===== config.mk =====
export PLATFORM = sky130hd
export DESIGN_NAME = gas_sensor_ppm_estimator_flat
export DESIGN_NICKNAME = d
export VERILOG_FILES = /design/src/hw/rtl/gspe_pkg.sv /design/src/hw/rtl/gspe_if.sv /design/src/hw/rtl/gspe_mdu.sv /design/src/hw/rtl/gas_sensor_ppm_estimator.sv /design/src/flat_wrapper.sv
export SDC_FILE = /design/constraint.sdc
export NUM_CORES = 2
export LEC_CHECK = 0
export BUFFER_PORTS_ARGS = -buffer_cell sky130_fd_sc_hd__buf_2
export CAP_MARGIN = 25
export CORE_ASPECT_RATIO = 0.6
export CORE_UTILIZATION = 60
export DETAILED_ROUTE_END_ITERATION = 12
export HOLD_SLACK_MARGIN = 0.06
export PLACE_DENSITY = 0.74
export SYNTH_ARGS = -nofsm -noshare
export SYNTH_HDL_FRONTEND = slang
export SYNTH_SLANG_ARGS = --single-unit

===== constraint.sdc =====
create_clock -name clock -period 22.2 [get_ports clock]
set_input_delay 2.22 -clock clock [delete_from_list [all_inputs] [get_ports clock]]
set_output_delay 2.22 -clock clock [all_outputs]
set_load 0.01 [all_outputs]

===== src/hw/rtl/gspe_pkg.sv =====
`default_nettype none

package gspe_pkg;

   // Converter resolution and the fixed field widths.
   localparam int ADC_BITS = 12;
   localparam int ADC_FS   = (1 << ADC_BITS) - 1;
   localparam int SAMPLE_W = 12;
   localparam int SUM_W    = 20;
   localparam int COUNT_W  = 8;
   localparam int RS_W     = 20;
   localparam int RATIO_W  = 24;
   localparam int PPM_W    = 24;
   localparam int CSR_W    = 24;

   // Divisor width of the serial unit: the averaging divisor n*FS*4096 is the widest.
   localparam int DEN_W = COUNT_W + ADC_BITS + 12;
   localparam int OPB_W = (DEN_W > 32) ? DEN_W : 32;

   localparam int SUM_MAX      = (1 << SUM_W) - 1;
   localparam int RS_NEAR_ZERO = 1000000;
   localparam int OUT24_MAX    = (1 << 24) - 1;
   localparam int LOG2_TEN_Q16 = 217706;
   localparam int UV_FULL      = 3300000;
   localparam int VOLT_LOW     = 100;
   localparam int E_SAT        = 24 * 65536;

   // Register indexes of the configuration port.
   typedef enum logic [2:0] {
      CSR_SAMPLES   = 3'd0,
      CSR_LOAD_RES  = 3'd1,
      CSR_SUPPLY    = 3'd2,
      CSR_GAIN      = 3'd3,
      CSR_CLEAN_RES = 3'd4,
      CSR_SLOPE     = 3'd5,
      CSR_INTERCEPT = 3'd6
   } csr_index_type;

   // Command to the serial multiply and divide unit.
   typedef enum logic {
      MDU_MUL,
      MDU_DIV
   } mdu_op_type;

   typedef struct packed {
      logic       start;
      mdu_op_type op;
   } mdu_cmd_type;

   // Floor square root, one result bit per pass.
   function automatic logic [63:0] isqrt_f(input logic [63:0] v);
      logic [63:0] rem_v;
      logic [63:0] res_v;
      logic [63:0] bit_v;
      rem_v = v;
      res_v = '0;
      bit_v = 64'h4000_0000_0000_0000;
      for (int j = 0; j < 32; j++) begin
         if (rem_v >= res_v + bit_v) begin
            rem_v = rem_v - (res_v + bit_v);
            res_v = (res_v >> 1) + bit_v;
         end else begin
            res_v = res_v >> 1;
         end
         bit_v = bit_v >> 2;
      end
      return res_v;
   endfunction

   // Q30 factor 2^(2^-idx), each one the floor square root of the one before.
   function automatic logic [31:0] pow_root_f(input int idx);
      logic [63:0] root_v;
      root_v = 64'h0000_0000_8000_0000;
      for (int i = 1; i <= idx; i++) begin
         root_v = isqrt_f(root_v << 30);
      end
      return root_v[31:0];
   endfunction

   localparam logic [31:0] POW_ROOT [16] = '{
      pow_root_f(1),  pow_root_f(2),  pow_root_f(3),  pow_root_f(4),
      pow_root_f(5),  pow_root_f(6),  pow_root_f(7),  pow_root_f(8),
      pow_root_f(9),  pow_root_f(10), pow_root_f(11), pow_root_f(12),
      pow_root_f(13), pow_root_f(14), pow_root_f(15), pow_root_f(16)
   };

endpackage

`default_nettype wire


===== src/hw/rtl/gspe_if.sv =====
`default_nettype none

// Sample channel: one converter sample per transaction.
interface gspe_req_if;
   import gspe_pkg::*;
   logic                valid;
   logic                ready;
   logic [SAMPLE_W-1:0] adc_sample;
   modport source (output valid, output adc_sample, input ready);
   modport sink (input valid, input adc_sample, output ready);
endinterface

// Reading channel: one finished reading per transaction.
interface gspe_rsp_if;
   import gspe_pkg::*;
   logic               valid;
   logic               ready;
   logic [RS_W-1:0]    sensor_resistance;
   logic [RATIO_W-1:0] resistance_ratio;
   logic [PPM_W-1:0]   gas_ppm;
   logic               saturated;
   modport source (output valid, output sensor_resistance, output resistance_ratio,
                   output gas_ppm, output saturated, input ready);
   modport sink (input valid, input sensor_resistance, input resistance_ratio,
                 input gas_ppm, input saturated, output ready);
endinterface

`default_nettype wire


===== src/hw/rtl/gspe_mdu.sv =====
`default_nettype none

// Serial multiply and divide unit. A multiply walks the multiplier one bit per
// cycle; a divide is restoring, one quotient bit per cycle.
module gspe_mdu (
   input  wire logic                 clock,
   input  wire logic                 reset,
   input  wire gspe_pkg::mdu_cmd_type cmd,
   input  wire logic [63:0]          opa,
   input  wire logic [gspe_pkg::OPB_W-1:0] opb,
   output logic [63:0]               result,
   output logic                      done
);
   import gspe_pkg::*;

   localparam logic [5:0] MUL_LAST = 6'(OPB_W - 1);
   localparam logic [5:0] DIV_LAST = 6'd63;

   logic             busy_ff;
   logic             done_ff;
   mdu_op_type       op_ff;
   logic [5:0]       cnt_ff;
   logic [63:0]      acc_ff;
   logic [63:0]      a_ff;
   logic [OPB_W-1:0] b_ff;
   logic [OPB_W-1:0] rem_ff;

   logic [OPB_W:0]   rem_sh;
   logic             q_bit;
   logic [OPB_W-1:0] rem_in;
   logic             last_step;

   // One restoring divide step: shift in the next numerator bit, try the subtract.
   always_comb begin
      rem_sh = {rem_ff, acc_ff[63]};
      q_bit  = (rem_sh >= {1'b0, b_ff});
      rem_in = q_bit ? OPB_W'(rem_sh - {1'b0, b_ff}) : rem_sh[OPB_W-1:0];
      last_step = (op_ff == MDU_MUL) ? (cnt_ff == MUL_LAST) : (cnt_ff == DIV_LAST);
   end

   // Control: busy flag, step count and the done pulse.
   always_ff @(posedge clock) begin
      if (reset) begin
         busy_ff <= 1'b0;
         done_ff <= 1'b0;
         cnt_ff  <= '0;
      end else begin
         done_ff <= 1'b0;
         if (cmd.start) begin
            busy_ff <= 1'b1;
            cnt_ff  <= '0;
         end else if (busy_ff) begin
            cnt_ff <= cnt_ff + 6'd1;
            if (last_step) begin
               busy_ff <= 1'b0;
               done_ff <= 1'b1;
            end
         end
      end
   end

   // Datapath: shift-add product or shifting quotient.
   always_ff @(posedge clock) begin
      if (cmd.start) begin
         op_ff  <= cmd.op;
         b_ff   <= opb;
         rem_ff <= '0;
         a_ff   <= opa;
         acc_ff <= (cmd.op == MDU_MUL) ? 64'd0 : opa;
      end else if (busy_ff) begin
         if (op_ff == MDU_MUL) begin
            if (b_ff[0]) begin
               acc_ff <= acc_ff + a_ff;
            end
            a_ff <= a_ff << 1;
            b_ff <= b_ff >> 1;
         end else begin
            rem_ff <= rem_in;
            acc_ff <= {acc_ff[62:0], q_bit};
         end
      end
   end

   assign result = acc_ff;
   assign done   = done_ff;

endmodule

`default_nettype wire


===== src/hw/rtl/gas_sensor_ppm_estimator.sv =====
// Gas sensor concentration estimator, power-law sensor curve.
// req_ch carries one converter sample per transaction; rsp_ch carries one
// reading (Rs in ohms, Rs/Ro in Q8.16, ppm, saturation flag) per transaction.
// Registers are written through csr_we / csr_index / csr_wdata; the user must
// write them only while idle, as the block does not enforce it. A sample that
// does not complete a reading is taken and ready stays high. The sample that
// completes a reading starts the arithmetic, and ready stays low until the
// reading is placed in the output register. The steps, in order: two multiplies
// and a divide for the voltage, the fixed-case check, a multiply and a divide
// for Rs, the Ro check and a divide for the ratio, repeated squaring for the
// logarithm, the exponent, root multiplies for the power of two and the
// hand-off. All multiplies and divides but the exponent products run through
// one serial multiply/divide unit that handles one bit per cycle.
// Reset restores the register defaults and clears the running sum and count.
// A stalled receiver holds the reading in the output register; samples are still
// accepted until the next reading completes; it then waits for the slot, ready low.
`default_nettype none

module gas_sensor_ppm_estimator (
   input  wire logic                       clock,
   input  wire logic                       reset,
   gspe_req_if.sink                        req_ch,
   gspe_rsp_if.source                      rsp_ch,
   input  wire logic                       csr_we,
   input  wire logic [2:0]                 csr_index,
   input  wire logic [gspe_pkg::CSR_W-1:0] csr_wdata
);
   import gspe_pkg::*;

   typedef enum logic [4:0] {
      ST_ACCUM,
      ST_VOLT_MUL1,
      ST_VOLT_MUL2,
      ST_VOLT_DIV,
      ST_RS_CHECK,
      ST_RS_MUL,
      ST_RS_DIV,
      ST_RATIO,
      ST_RATIO_DIV,
      ST_LOG_INIT,
      ST_LOG_SQ,
      ST_EXP_MUL,
      ST_EXP_SUM,
      ST_POW_SEL,
      ST_POW_MUL,
      ST_POW_END,
      ST_OUTPUT
   } state_type;

   state_type state_ff;

   // Configuration registers.
   logic [7:0]  spr_ff;
   logic [19:0] load_res_ff;
   logic [12:0] supply_ff;
   logic [15:0] gain_ff;
   logic [23:0] clean_res_ff;
   logic [15:0] slope_ff;
   logic [15:0] intercept_ff;

   // Accumulation and per-reading registers.
   logic [SUM_W-1:0]   sum_ff;
   logic [COUNT_W-1:0] count_ff;
   logic [SUM_W-1:0]   rd_sum_ff;
   logic [COUNT_W-1:0] rd_n_ff;
   logic [63:0]        work_ff;
   logic [25:0]        volt_ff;
   logic [RS_W-1:0]    rs_ff;
   logic [RATIO_W-1:0] ratio_ff;
   logic [PPM_W-1:0]   ppm_ff;
   logic               sat_ff;
   logic [31:0]        m_ff;
   logic [15:0]        frac_ff;
   logic [4:0]         p_ff;
   logic [3:0]         iter_ff;
   logic signed [37:0] prod_a_ff;
   logic signed [37:0] prod_b_ff;
   logic [4:0]         k_ff;
   logic [15:0]        f_ff;
   logic [31:0]        acc_ff;
   logic [3:0]         idx_ff;
   logic               start_ff;

   // Output register.
   logic               rsp_valid_ff;
   logic [RS_W-1:0]    rsp_rs_ff;
   logic [RATIO_W-1:0] rsp_ratio_ff;
   logic [PPM_W-1:0]   rsp_ppm_ff;
   logic               rsp_sat_ff;

   // Combinational helpers.
   logic [SUM_W:0]     sum_wide;
   logic [SUM_W-1:0]   sum_in;
   logic [COUNT_W:0]   n_in;
   logic [COUNT_W:0]   target;
   logic               reading_done;
   logic [OPB_W-1:0]   den;
   logic [22:0]        vcc;
   logic [4:0]         p_enc;
   logic [31:0]        m_init;
   logic [31:0]        sq32;
   logic signed [21:0] l_val;
   logic signed [15:0] slope_sig;
   logic signed [15:0] intercept_sig;
   logic signed [37:0] prod_a_in;
   logic signed [37:0] prod_b_in;
   logic signed [38:0] e_full;
   logic signed [26:0] e_val;
   logic [31:0]        ppm_shift;
   logic               out_free;

   mdu_cmd_type        mdu_cmd;
   logic [63:0]        mdu_a;
   logic [OPB_W-1:0]   mdu_b;
   logic [63:0]        mdu_result;
   logic               mdu_done;

   // Running sum with saturation, and the end-of-reading test.
   always_comb begin
      sum_wide = {1'b0, sum_ff} +
                 (SUM_W + 1)'(SUM_W'(req_ch.adc_sample) & SUM_W'(ADC_FS));
      sum_in   = (sum_wide > (SUM_W + 1)'(SUM_MAX)) ? SUM_W'(SUM_MAX) : sum_wide[SUM_W-1:0];
      n_in     = {1'b0, count_ff} + 9'd1;
      target   = (spr_ff == 8'd0) ? 9'd1 : {1'b0, spr_ff};
      reading_done = (n_in >= target);
   end

   // Averaging divisor and supply in microvolts.
   assign den = (OPB_W'(rd_n_ff) * OPB_W'(ADC_FS)) << 12;
   assign vcc = 23'(supply_ff) * 23'd1000;

   // Top set bit of the ratio and the normalized Q30 mantissa.
   always_comb begin
      p_enc = '0;
      for (int j = 1; j < RATIO_W; j++) begin
         if (ratio_ff[j]) begin
            p_enc = 5'(j);
         end
      end
      m_init = {8'b0, ratio_ff} << (5'd30 - p_enc);
   end

   assign sq32 = mdu_result[61:30];

   // Exponent E = floor((slope*L + intercept*log2(10)) / 4096) in Q16.
   assign l_val         = {6'({1'b0, p_ff}) - 6'd16, frac_ff};
   assign slope_sig     = slope_ff;
   assign intercept_sig = intercept_ff;
   assign prod_a_in     = 38'(slope_sig) * 38'(l_val);
   assign prod_b_in     = 38'(intercept_sig) * 38'(LOG2_TEN_Q16);
   assign e_full        = 39'(prod_a_ff) + 39'(prod_b_ff);
   assign e_val         = 27'(e_full >>> 12);

   assign ppm_shift = acc_ff >> (5'd30 - k_ff);
   assign out_free  = !rsp_valid_ff || rsp_ch.ready;

   // Operands for the serial unit, chosen by the step in progress.
   always_comb begin
      mdu_a = '0;
      mdu_b = '0;
      mdu_cmd.start = start_ff;
      mdu_cmd.op    = MDU_MUL;
      case (state_ff)
         ST_VOLT_MUL1: begin
            mdu_a = 64'(rd_sum_ff);
            mdu_b = OPB_W'(UV_FULL);
         end
         ST_VOLT_MUL2: begin
            mdu_a = work_ff;
            mdu_b = OPB_W'(gain_ff);
         end
         ST_VOLT_DIV: begin
            mdu_a = work_ff;
            mdu_b = den;
            mdu_cmd.op = MDU_DIV;
         end
         ST_RS_MUL: begin
            mdu_a = 64'(load_res_ff);
            mdu_b = OPB_W'(vcc - volt_ff[22:0]);
         end
         ST_RS_DIV: begin
            mdu_a = work_ff;
            mdu_b = OPB_W'(volt_ff);
            mdu_cmd.op = MDU_DIV;
         end
         ST_RATIO_DIV: begin
            mdu_a = 64'(rs_ff) << 16;
            mdu_b = OPB_W'(clean_res_ff);
            mdu_cmd.op = MDU_DIV;
         end
         ST_LOG_SQ: begin
            mdu_a = 64'(m_ff);
            mdu_b = OPB_W'(m_ff);
         end
         ST_POW_MUL: begin
            mdu_a = 64'(acc_ff);
            mdu_b = OPB_W'(POW_ROOT[idx_ff]);
         end
         default: begin
            mdu_a = '0;
         end
      endcase
   end

   gspe_mdu u_mdu (
      .clock  (clock),
      .reset  (reset),
      .cmd    (mdu_cmd),
      .opa    (mdu_a),
      .opb    (mdu_b),
      .result (mdu_result),
      .done   (mdu_done)
   );

   // Sequencer, configuration registers and output register.
   always_ff @(posedge clock) begin
      if (reset) begin
         state_ff     <= ST_ACCUM;
         start_ff     <= 1'b0;
         rsp_valid_ff <= 1'b0;
         sum_ff       <= '0;
         count_ff     <= '0;
         spr_ff       <= 8'd10;
         load_res_ff  <= 20'd10000;
         supply_ff    <= 13'd5000;
         gain_ff      <= 16'd4096;
         clean_res_ff <= '0;
         slope_ff     <= 16'(-5898);
         intercept_ff <= 16'd9421;
      end else begin
         start_ff <= 1'b0;

         if (rsp_valid_ff && rsp_ch.ready) begin
            rsp_valid_ff <= 1'b0;
         end

         if (csr_we) begin
            case (csr_index)
               CSR_SAMPLES:   spr_ff       <= csr_wdata[7:0];
               CSR_LOAD_RES:  load_res_ff  <= csr_wdata[19:0];
               CSR_SUPPLY:    supply_ff    <= csr_wdata[12:0];
               CSR_GAIN:      gain_ff      <= csr_wdata[15:0];
               CSR_CLEAN_RES: clean_res_ff <= csr_wdata[23:0];
               CSR_SLOPE:     slope_ff     <= csr_wdata[15:0];
               CSR_INTERCEPT: intercept_ff <= csr_wdata[15:0];
               default: ;
            endcase
         end

         case (state_ff)
            ST_ACCUM: begin
               if (req_ch.valid) begin
                  if (reading_done) begin
                     sum_ff    <= '0;
                     count_ff  <= '0;
                     rd_sum_ff <= sum_in;
                     rd_n_ff   <= n_in[COUNT_W-1:0];
                     sat_ff    <= 1'b0;
                     ppm_ff    <= '0;
                     start_ff  <= 1'b1;
                     state_ff  <= ST_VOLT_MUL1;
                  end else begin
                     sum_ff   <= sum_in;
                     count_ff <= n_in[COUNT_W-1:0];
                  end
               end
            end
            ST_VOLT_MUL1: begin
               if (mdu_done) begin
                  work_ff  <= mdu_result;
                  start_ff <= 1'b1;
                  state_ff <= ST_VOLT_MUL2;
               end
            end
            ST_VOLT_MUL2: begin
               if (mdu_done) begin
                  work_ff  <= mdu_result;
                  start_ff <= 1'b1;
                  state_ff <= ST_VOLT_DIV;
               end
            end
            ST_VOLT_DIV: begin
               if (mdu_done) begin
                  volt_ff  <= mdu_result[25:0];
                  state_ff <= ST_RS_CHECK;
               end
            end
            // Near-zero voltage and voltage at or above the supply are fixed cases.
            ST_RS_CHECK: begin
               if (volt_ff <= 26'(VOLT_LOW)) begin
                  rs_ff    <= RS_W'(RS_NEAR_ZERO);
                  state_ff <= ST_RATIO;
               end else if (volt_ff >= 26'(vcc)) begin
                  rs_ff    <= '0;
                  state_ff <= ST_RATIO;
               end else begin
                  start_ff <= 1'b1;
                  state_ff <= ST_RS_MUL;
               end
            end
            ST_RS_MUL: begin
               if (mdu_done) begin
                  work_ff  <= mdu_result;
                  start_ff <= 1'b1;
                  state_ff <= ST_RS_DIV;
               end
            end
            ST_RS_DIV: begin
               if (mdu_done) begin
                  rs_ff <= (mdu_result > 64'(RS_NEAR_ZERO)) ? RS_W'(RS_NEAR_ZERO)
                                                           : mdu_result[RS_W-1:0];
                  state_ff <= ST_RATIO;
               end
            end
            // Without a calibrated Ro the ratio and ppm stay zero.
            ST_RATIO: begin
               if (clean_res_ff == 24'd0) begin
                  ratio_ff <= '0;
                  state_ff <= ST_OUTPUT;
               end else begin
                  start_ff <= 1'b1;
                  state_ff <= ST_RATIO_DIV;
               end
            end
            ST_RATIO_DIV: begin
               if (mdu_done) begin
                  if (mdu_result > 64'(OUT24_MAX)) begin
                     ratio_ff <= RATIO_W'(OUT24_MAX);
                     sat_ff   <= 1'b1;
                     state_ff <= ST_LOG_INIT;
                  end else if (mdu_result == 64'd0) begin
                     ratio_ff <= '0;
                     state_ff <= ST_OUTPUT;
                  end else begin
                     ratio_ff <= mdu_result[RATIO_W-1:0];
                     state_ff <= ST_LOG_INIT;
                  end
               end
            end
            ST_LOG_INIT: begin
               p_ff     <= p_enc;
               m_ff     <= m_init;
               frac_ff  <= '0;
               iter_ff  <= '0;
               start_ff <= 1'b1;
               state_ff <= ST_LOG_SQ;
            end
            // Each squaring of the mantissa yields one fraction bit of log2.
            ST_LOG_SQ: begin
               if (mdu_done) begin
                  if (sq32[31]) begin
                     m_ff    <= sq32 >> 1;
                     frac_ff <= {frac_ff[14:0], 1'b1};
                  end else begin
                     m_ff    <= sq32;
                     frac_ff <= {frac_ff[14:0], 1'b0};
                  end
                  iter_ff <= iter_ff + 4'd1;
                  if (iter_ff == 4'd15) begin
                     state_ff <= ST_EXP_MUL;
                  end else begin
                     start_ff <= 1'b1;
                  end
               end
            end
            ST_EXP_MUL: begin
               prod_a_ff <= prod_a_in;
               prod_b_ff <= prod_b_in;
               state_ff  <= ST_EXP_SUM;
            end
            ST_EXP_SUM: begin
               if (e_val >= 27'(E_SAT)) begin
                  ppm_ff   <= PPM_W'(OUT24_MAX);
                  sat_ff   <= 1'b1;
                  state_ff <= ST_OUTPUT;
               end else if (e_val[26]) begin
                  ppm_ff   <= '0;
                  state_ff <= ST_OUTPUT;
               end else begin
                  k_ff     <= e_val[20:16];
                  f_ff     <= e_val[15:0];
                  acc_ff   <= 32'h4000_0000;
                  idx_ff   <= '0;
                  state_ff <= ST_POW_SEL;
               end
            end
            // Fraction bits are taken from the top; a set bit multiplies in its root.
            ST_POW_SEL: begin
               if (f_ff[15]) begin
                  start_ff <= 1'b1;
                  state_ff <= ST_POW_MUL;
               end else begin
                  f_ff   <= f_ff << 1;
                  idx_ff <= idx_ff + 4'd1;
                  if (idx_ff == 4'd15) begin
                     state_ff <= ST_POW_END;
                  end
               end
            end
            ST_POW_MUL: begin
               if (mdu_done) begin
                  acc_ff <= sq32;
                  f_ff   <= f_ff << 1;
                  idx_ff <= idx_ff + 4'd1;
                  state_ff <= (idx_ff == 4'd15) ? ST_POW_END : ST_POW_SEL;
               end
            end
            ST_POW_END: begin
               ppm_ff <= (ppm_shift > 32'(OUT24_MAX)) ? PPM_W'(OUT24_MAX)
                                                      : ppm_shift[PPM_W-1:0];
               state_ff <= ST_OUTPUT;
            end
            // Hand the reading to the output register once it is free.
            ST_OUTPUT: begin
               if (out_free) begin
                  rsp_valid_ff <= 1'b1;
                  rsp_rs_ff    <= rs_ff;
                  rsp_ratio_ff <= ratio_ff;
                  rsp_ppm_ff   <= ppm_ff;
                  rsp_sat_ff   <= sat_ff;
                  state_ff     <= ST_ACCUM;
               end
            end
            default: begin
               state_ff <= ST_ACCUM;
            end
         endcase
      end
   end

   assign req_ch.ready             = (state_ff == ST_ACCUM);
   assign rsp_ch.valid             = rsp_valid_ff;
   assign rsp_ch.sensor_resistance = rsp_rs_ff;
   assign rsp_ch.resistance_ratio  = rsp_ratio_ff;
   assign rsp_ch.gas_ppm           = rsp_ppm_ff;
   assign rsp_ch.saturated         = rsp_sat_ff;

endmodule

`default_nettype wire


===== src/flat_wrapper.sv =====
// flat-port wrapper written by rule: the top's interface ports become plain ports
module gas_sensor_ppm_estimator_flat import gspe_pkg::*;
  (clock, reset, csr_we, csr_index, csr_wdata, req_ch_valid, req_ch_adc_sample, req_ch_ready, rsp_ch_valid, rsp_ch_sensor_resistance, rsp_ch_resistance_ratio, rsp_ch_gas_ppm, rsp_ch_saturated, rsp_ch_ready);
  gspe_req_if req_ch_i ();
  gspe_rsp_if rsp_ch_i ();
  input  wire logic clock;
  input  wire logic reset;
  input  wire logic csr_we;
  input  wire logic [2:0] csr_index;
  input  wire logic [gspe_pkg::CSR_W-1:0] csr_wdata;
  input wire logic [$bits(req_ch_i.valid)-1:0] req_ch_valid;
  input wire logic [$bits(req_ch_i.adc_sample)-1:0] req_ch_adc_sample;
  output wire logic [$bits(req_ch_i.ready)-1:0] req_ch_ready;
  output wire logic [$bits(rsp_ch_i.valid)-1:0] rsp_ch_valid;
  output wire logic [$bits(rsp_ch_i.sensor_resistance)-1:0] rsp_ch_sensor_resistance;
  output wire logic [$bits(rsp_ch_i.resistance_ratio)-1:0] rsp_ch_resistance_ratio;
  output wire logic [$bits(rsp_ch_i.gas_ppm)-1:0] rsp_ch_gas_ppm;
  output wire logic [$bits(rsp_ch_i.saturated)-1:0] rsp_ch_saturated;
  input wire logic [$bits(rsp_ch_i.ready)-1:0] rsp_ch_ready;
  assign req_ch_i.valid = req_ch_valid;
  assign req_ch_i.adc_sample = req_ch_adc_sample;
  assign req_ch_ready = req_ch_i.ready;
  assign rsp_ch_valid = rsp_ch_i.valid;
  assign rsp_ch_sensor_resistance = rsp_ch_i.sensor_resistance;
  assign rsp_ch_resistance_ratio = rsp_ch_i.resistance_ratio;
  assign rsp_ch_gas_ppm = rsp_ch_i.gas_ppm;
  assign rsp_ch_saturated = rsp_ch_i.saturated;
  assign rsp_ch_i.ready = rsp_ch_ready;
  gas_sensor_ppm_estimator u_core (.clock(clock), .reset(reset), .req_ch(req_ch_i), .rsp_ch(rsp_ch_i), .csr_we(csr_we), .csr_index(csr_index), .csr_wdata(csr_wdata));
endmodule

### Yosys cells after proc, flatten, opt, wreduce, memory -nomap -nowiden

Memories as Yosys holds them, arrays and structs flattened.
Index checks and enable logic that the tools add are counted.
W data, S select, Z words.

* bits in registers: 791
* ROM bits: 512
* input bits: 44
* logic and storage cells: 303
* memories kept: 1

* add/subtract/negate cells: 12
* $mul: 4
* $lt $le $gt $ge: 10
* eq/ne operators: 48
* shift-type cells: 2
* mux-type cells: 129
* bitwise gates (word level): 5
* reduce and logical (&&, ||, !) cells: 49

Memory list
* (name not given): words 16, width 32, rd ports 1, clocked after memory_dff 0, wr ports 0, line gas_sensor_ppm_estimator.sv:197 `mdu_b = OPB_W'(POW_ROOT[idx_ff]);`

Operators by type and width (count)
* $mux W64: 8
* $pmux W64 S6: 1
* $mux W32: 10
* $pmux W32 S8: 1
* $mux W24: 9
* $mux W5: 28
* $pmux W32 S2: 2
* $mux W20: 6
* $pmux W5 S17: 1
* $mux W16: 5
* $pmux W24 S3: 1
* $add A64 B64 Y64: 1
* $gt A64 B20 Y1 const B: 1
* $gt A64 B24 Y1 const B: 1
* $logic_not A64 Y1: 1
* $mux W4: 13
* $pmux W16 S3: 1
* $pmux W24 S2: 1
* $eq A5 B4 Y1 const B: 8
* $pmux W20 S2: 1
* $add A38 B35 Y39: 1
* $mul A16 B22 Y38: 1
* $mul A16 B18 Y34 const B: 1
* $ge A33 B32 Y1: 1
* 62 further kinds: 155

### Logic depth before layout (Yosys ltp)

* depth after elaboration: 26
* gate-level depth with buffers: 27
* gate-level depth less buffers: 27

### By module

From an unflattened synthesis, not the netlist that was laid out.

* cells, all modules: 6853
* area, all modules: 66364.9 um^2

By module, submodules not included
* gas_sensor_ppm_estimator: times used 1, cells each 5306, area an instance 52077.4 um^2, sequential area each 16205.5 um^2
* gspe_mdu: times used 1, cells each 1547, area an instance 14287.5 um^2, sequential area each 5635.4 um^2

### Worst setup path before layout

OpenSTA, ideal clock, no wires.

* path type: input to register
* start point: input port reset
* end point: register u_core.rsp_ppm_ff[0], in the netlist u_core.rsp_ch.gas_ppm[0], enable pin
* library setup time: 0.595 ns
* arrival time: 7.472 ns
* data required time: 21.605 ns
* slack: 14.132 ns
* stages: 2
* buffers on the path: 1
* path through: clkbuf_1 > nor3b_1

* cells in the longest elaborated chain, start to end: 2

RTL lines
* from (decl): line flat_wrapper.sv:7 `input wire logic reset;`
* $not A1 Y1 (no line)
* $reduce_and A3 Y1 (no line)
* to (signal assigned): line gas_sensor_ppm_estimator.sv:419 `rsp_ppm_ff <= ppm_ff;`
* to (decl): line gas_sensor_ppm_estimator.sv:88 `logic [PPM_W-1:0] rsp_ppm_ff;`

No other way between the ends.
A chain may end at the register's enable or synchronous reset.

### Worst setup path after layout

* start point: register u_core.supply_ff[2]
* end point: register u_core.rs_ff[0], enable pin

* cells in the longest elaborated chain, start to end: 4

RTL lines
* from (decl): line gas_sensor_ppm_estimator.sv:55 `logic [12:0] supply_ff;`
* from (signal assigned): line gas_sensor_ppm_estimator.sv:241 `CSR_SUPPLY: supply_ff <= csr_wdata[12:0];`
* $mul A13 B7 Y20: line gas_sensor_ppm_estimator.sv:130 `assign vcc = 23'(supply_ff) * 23'd1000;`
* $ge A26 B23 Y1: line gas_sensor_ppm_estimator.sv:293 `end else if (volt_ff >= 26'(vcc)) begin`
* $ne A3 B1 Y1 (no line)
* $reduce_and A4 Y1 (no line)
* to (signal assigned): line gas_sensor_ppm_estimator.sv:291 `rs_ff <= RS_W'(RS_NEAR_ZERO);`
* to (signal assigned): line gas_sensor_ppm_estimator.sv:310 `rs_ff <= (mdu_result > 64'(RS_NEAR_ZERO)) ? RS_W'(RS_NEAR_ZERO)`
* to (decl): line gas_sensor_ppm_estimator.sv:68 `logic [RS_W-1:0] rs_ff;`

No other way between the ends.

==> flow_metrics.env <==
export IMPL_grt_pass1_vias=49700
export IMPL_powerDensity_nw_per_um2=105
export IMPL_cp_end_kind="flop"
export IMPL_die_w_um=426
export IMPL_synth_distinct_cells=85
export IMPL_design_core_area_um2=106000
export IMPL_drv_cap=0
export IMPL_initial_core_util_pct=61.1
export IMPL_grt_first_pass_wirelength_um=322000
export IMPL_dr_pass1_iters=10
export IMPL_portBuffers=114
export IMPL_hpwl_um=166000
export IMPL_drive_gt1_share_pct=6.99
export IMPL_synth_top_area_cell="edfxtp_1"
export IMPL_synth_most_common_cell="nand2_1"
export IMPL_grt_use_total_pct=39.6
export IMPL_synth_area_um2=64800
export IMPL_path_class="flop to flop"
export IMPL_setup_viol=0
export IMPL_ant_nets=0
export IMPL_grt_max_degree=80
export IMPL_clkLatencyLatePin_ns=0.70
export IMPL_postCtsSetupBuffers=0
export IMPL_r2r_start="u_core.supply_ff[2]$_SDFFE_PP0P_"
export IMPL_num_vias=53200
export IMPL_synth_seq_cells=790
export IMPL_synth_top_area_share_pct=27.9
export IMPL_r2r_setup_slack_ns=14.11
export IMPL_reg2reg_to="u_core.rs_ff[0]$_SDFFCE_PN0P_"
export IMPL_htreeDepth=3
export IMPL_synthArstFlopShare_pct=0
export IMPL_clockBufferDepth=3
export IMPL_worstSetupEndpoint="u_core.rs_ff[0]$_SDFFCE_PN0P_"
export IMPL_wirelength_um=218000
export IMPL_seq_area_frac_synth_pct=33.7
export IMPL_die_area_um2=109000
export IMPL_post_cts_resized=0
export IMPL_reg2regPathDepth=24
export IMPL_status="finished clean"
export IMPL_syn_to_final_growth_pct=8.02
export IMPL_crit_path_start="u_core.supply_ff[2]$_SDFFE_PP0P_"
export IMPL_viasPerCell=6.53
export IMPL_drtIter0Drc=7203
export IMPL_cts_root_buf="clkbuf_16"
export IMPL_synthFlopType="edfxtp_1"
export IMPL_nFillCells=8526
export IMPL_power_leakage_nw=29.6
export IMPL_fin_ws_ns=14.11
export IMPL_yosysWarnings=0
export IMPL_cts_clk_slew_worst_paths_ns=0.06
export IMPL_io_pins=115
export IMPL_min_period_over_period_pct=36.4
export IMPL_finalHoldViolations=0
export IMPL_rsz0062_at_grt="false"
export IMPL_fp_row_count=92
export IMPL_start_kind="flop"
export IMPL_ir_drop_uv=140
export IMPL_fin_skew_ns=0.0410
export IMPL_pre_cts_ws_ns=14.43
export IMPL_drc=0
export IMPL_cts_tree="built"
export IMPL_min_path_type="flop to flop"
export IMPL_maxSlewHeadroom_pct=8.66
export IMPL_arrival_ns=8.47
export IMPL_grt_ovfl_total=0
export IMPL_synthTopCellsByCount="815 x nand2_1, 774 x inv_1, 602 x edfxtp_1, 519 x ha_1, 489 x fa_1"
export IMPL_gp_congestion=1.02
export IMPL_drv_slew=0
export IMPL_tns_ns=0
export IMPL_crit_fanout=18
export IMPL_wl_per_cell_um=26.7
export IMPL_hold_buffers=0
export IMPL_layout_nets=7712
export IMPL_postSynthNetCount=7705
export IMPL_die_y_um=257
export IMPL_min_period_ns=8.09
export IMPL_cts_sinks=790
export IMPL_synth_edf_count=602
export IMPL_cp_data_required_time_ns=22.58
export IMPL_worstHoldStart="u_core.ppm_ff[18]$_DFFE_PP_"
export IMPL_cts_buffers=80
export IMPL_grt_antenna_before_repair=14
export IMPL_synth_area_top_cells="edfxtp_1 28%, fa_1 15%, ha_1 10%"
export IMPL_syn_mean_instance_area_um2=9.74
export IMPL_fmax_mhz=124
export IMPL_synthCells=6653
export IMPL_tightestPinTransition_ns=1.36
-- cells in the final DEF (no fill, tap or decap), types with 125 or more instances in the layout --
cell type  Yosys  layout
fa_1         489     489
dfxtp_1      188     187
inv_1        774     773
nand2_1      815     813
nor2_1       284     274
a21o_1       126     125
a21oi_1      448     447
xnor2_1      152     150
and2_1       193     193
edfxtp_1     602     602
o21ai_0      295     295
ha_1         519     518
mux2i_1      129     129
-- cell families (layout without fill, tap and decap cells) --
group / after synthesis / after routing / synth area share (%)
compound gates: 1535 / 1535 / 15.4
xor+xnor: 245 / 245 / 3.31
fa+ha+maj: 1008 / 1008 / 25.1
buf+inv: 1068 / 1140 / 6.20
flops: 790 / 790 / 33.7
mux: 160 / 160 / 2.84
other cells: 0 / 15 / 0
simple gates: 1847 / 1847 / 13.4
-- how the worst min path moves through the flow --
stage / slack [ns] / cells after the start / to
final: 0.42 / 0 / u_core.rsp_ch.gas_ppm[18]$_DFFE_PP_
after global routing: 0.42 / 0 / u_core.rsp_ch.saturated$_DFFE_PP_
after CTS: 0.42 / 0 / u_core.rsp_ch.gas_ppm[18]$_DFFE_PP_
after detailed placement: 0.40 / 0 / u_core.rsp_ch.gas_ppm[13]$_DFFE_PP_
after global placement: 0.40 / 0 / u_core.rsp_ch.saturated$_DFFE_PP_
after floorplan: 0.40 / 0 / u_core.rsp_ch.gas_ppm[0]$_DFFE_PP_
-- registers in the layout, summed over array words and instances, names as in the netlist, 20 cells and up --
register	count
u_core.rd_sum_ff	20
u_core.load_res_ff	20
u_core.rsp_ch.sensor_resistance	20
u_core.prod_a_ff	37
u_core.prod_b_ff	34
u_core.ppm_ff	24
u_core.m_ff	32
u_core.u_mdu.result	64
u_core.clean_res_ff	24
u_core.ratio_ff	24
u_core.rsp_ch.resistance_ratio	24
u_core.u_mdu.b_ff	32
u_core.u_mdu.a_ff	64
u_core.work_ff	64
u_core.u_mdu.rem_ff	32
u_core.rs_ff	20
u_core.acc_ff	32
u_core.volt_ff	26
u_core.sum_ff	20
u_core.rsp_ch.gas_ppm	24
-- critical path, cell delays in order (launching register included) --
cell	delay, ns
dfxtp_1	0.48
fa_1	0.52
xor2_1	0.17
ha_1	0.27
inv_1	0.06
fa_1	0.48
fa_1	0.51
inv_1	0.04
ha_1	0.32
inv_1	0.06
o21ai_0	0.08
a21oi_1	0.23
o21ai_0	0.14
a211o_1	0.34
a2111oi_0	0.74
nor3_1	0.13
a2111oi_0	0.40
o21ai_0	0.22
xor2_1	0.18
ha_1	0.40
nand4_1	0.19
o31ai_1	0.89
o211ai_1	0.27
a21oi_2	0.40
buf_8	0.24
-- per-stage QoR --
step                      utilization (%)  instance area, um2  hold slack (ns)  std cells  total power [mW]
final                                66.0               70000            0.418       8150              7.32
after global routing                 66.0               70000            0.422       8142              7.77
after CTS                            65.9               69800            0.420       8128              7.20
after detailed placement             63.2               67000            0.405       7981              5.68
after global placement               63.2               67000            0.402       7978              5.60
after floorplan                         -               64800            0.400       6653              4.63
-- cell type report --
cell class | count | area [um2] | share of cell area [%]
diodes | 15 | 37.5 | 0.0536
clock buffers | 99 | 2210 | 3.15
clock inverters | 48 | 621 | 0.886
inverters | 775 | 2910 | 4.15
multi-input cells | 4795 | 39200 | 56.0
flip-flops and latches | 790 | 21800 | 31.2
well taps | 1410 | 1760 | 2.52
repair buffers | 218 | 1460 | 2.09
-- per-layer routing --
layer,global-route usage (%),up-vias,routed length (um)
met4,8.88,14,5460
met3,19.4,370,39100
li1,-,23300,-
met2,47.8,3646,78100
met1,61.4,25900,94800
met5,3.20,-,550
-- power breakdown --
group	total, mW	internal [mW]	switching (mW)
Sequential	1.92	1.83	0.0880
Combinational	3.90	1.53	2.37
Clock	1.50	0.855	0.645
Power figures use the tool's default switching activity.
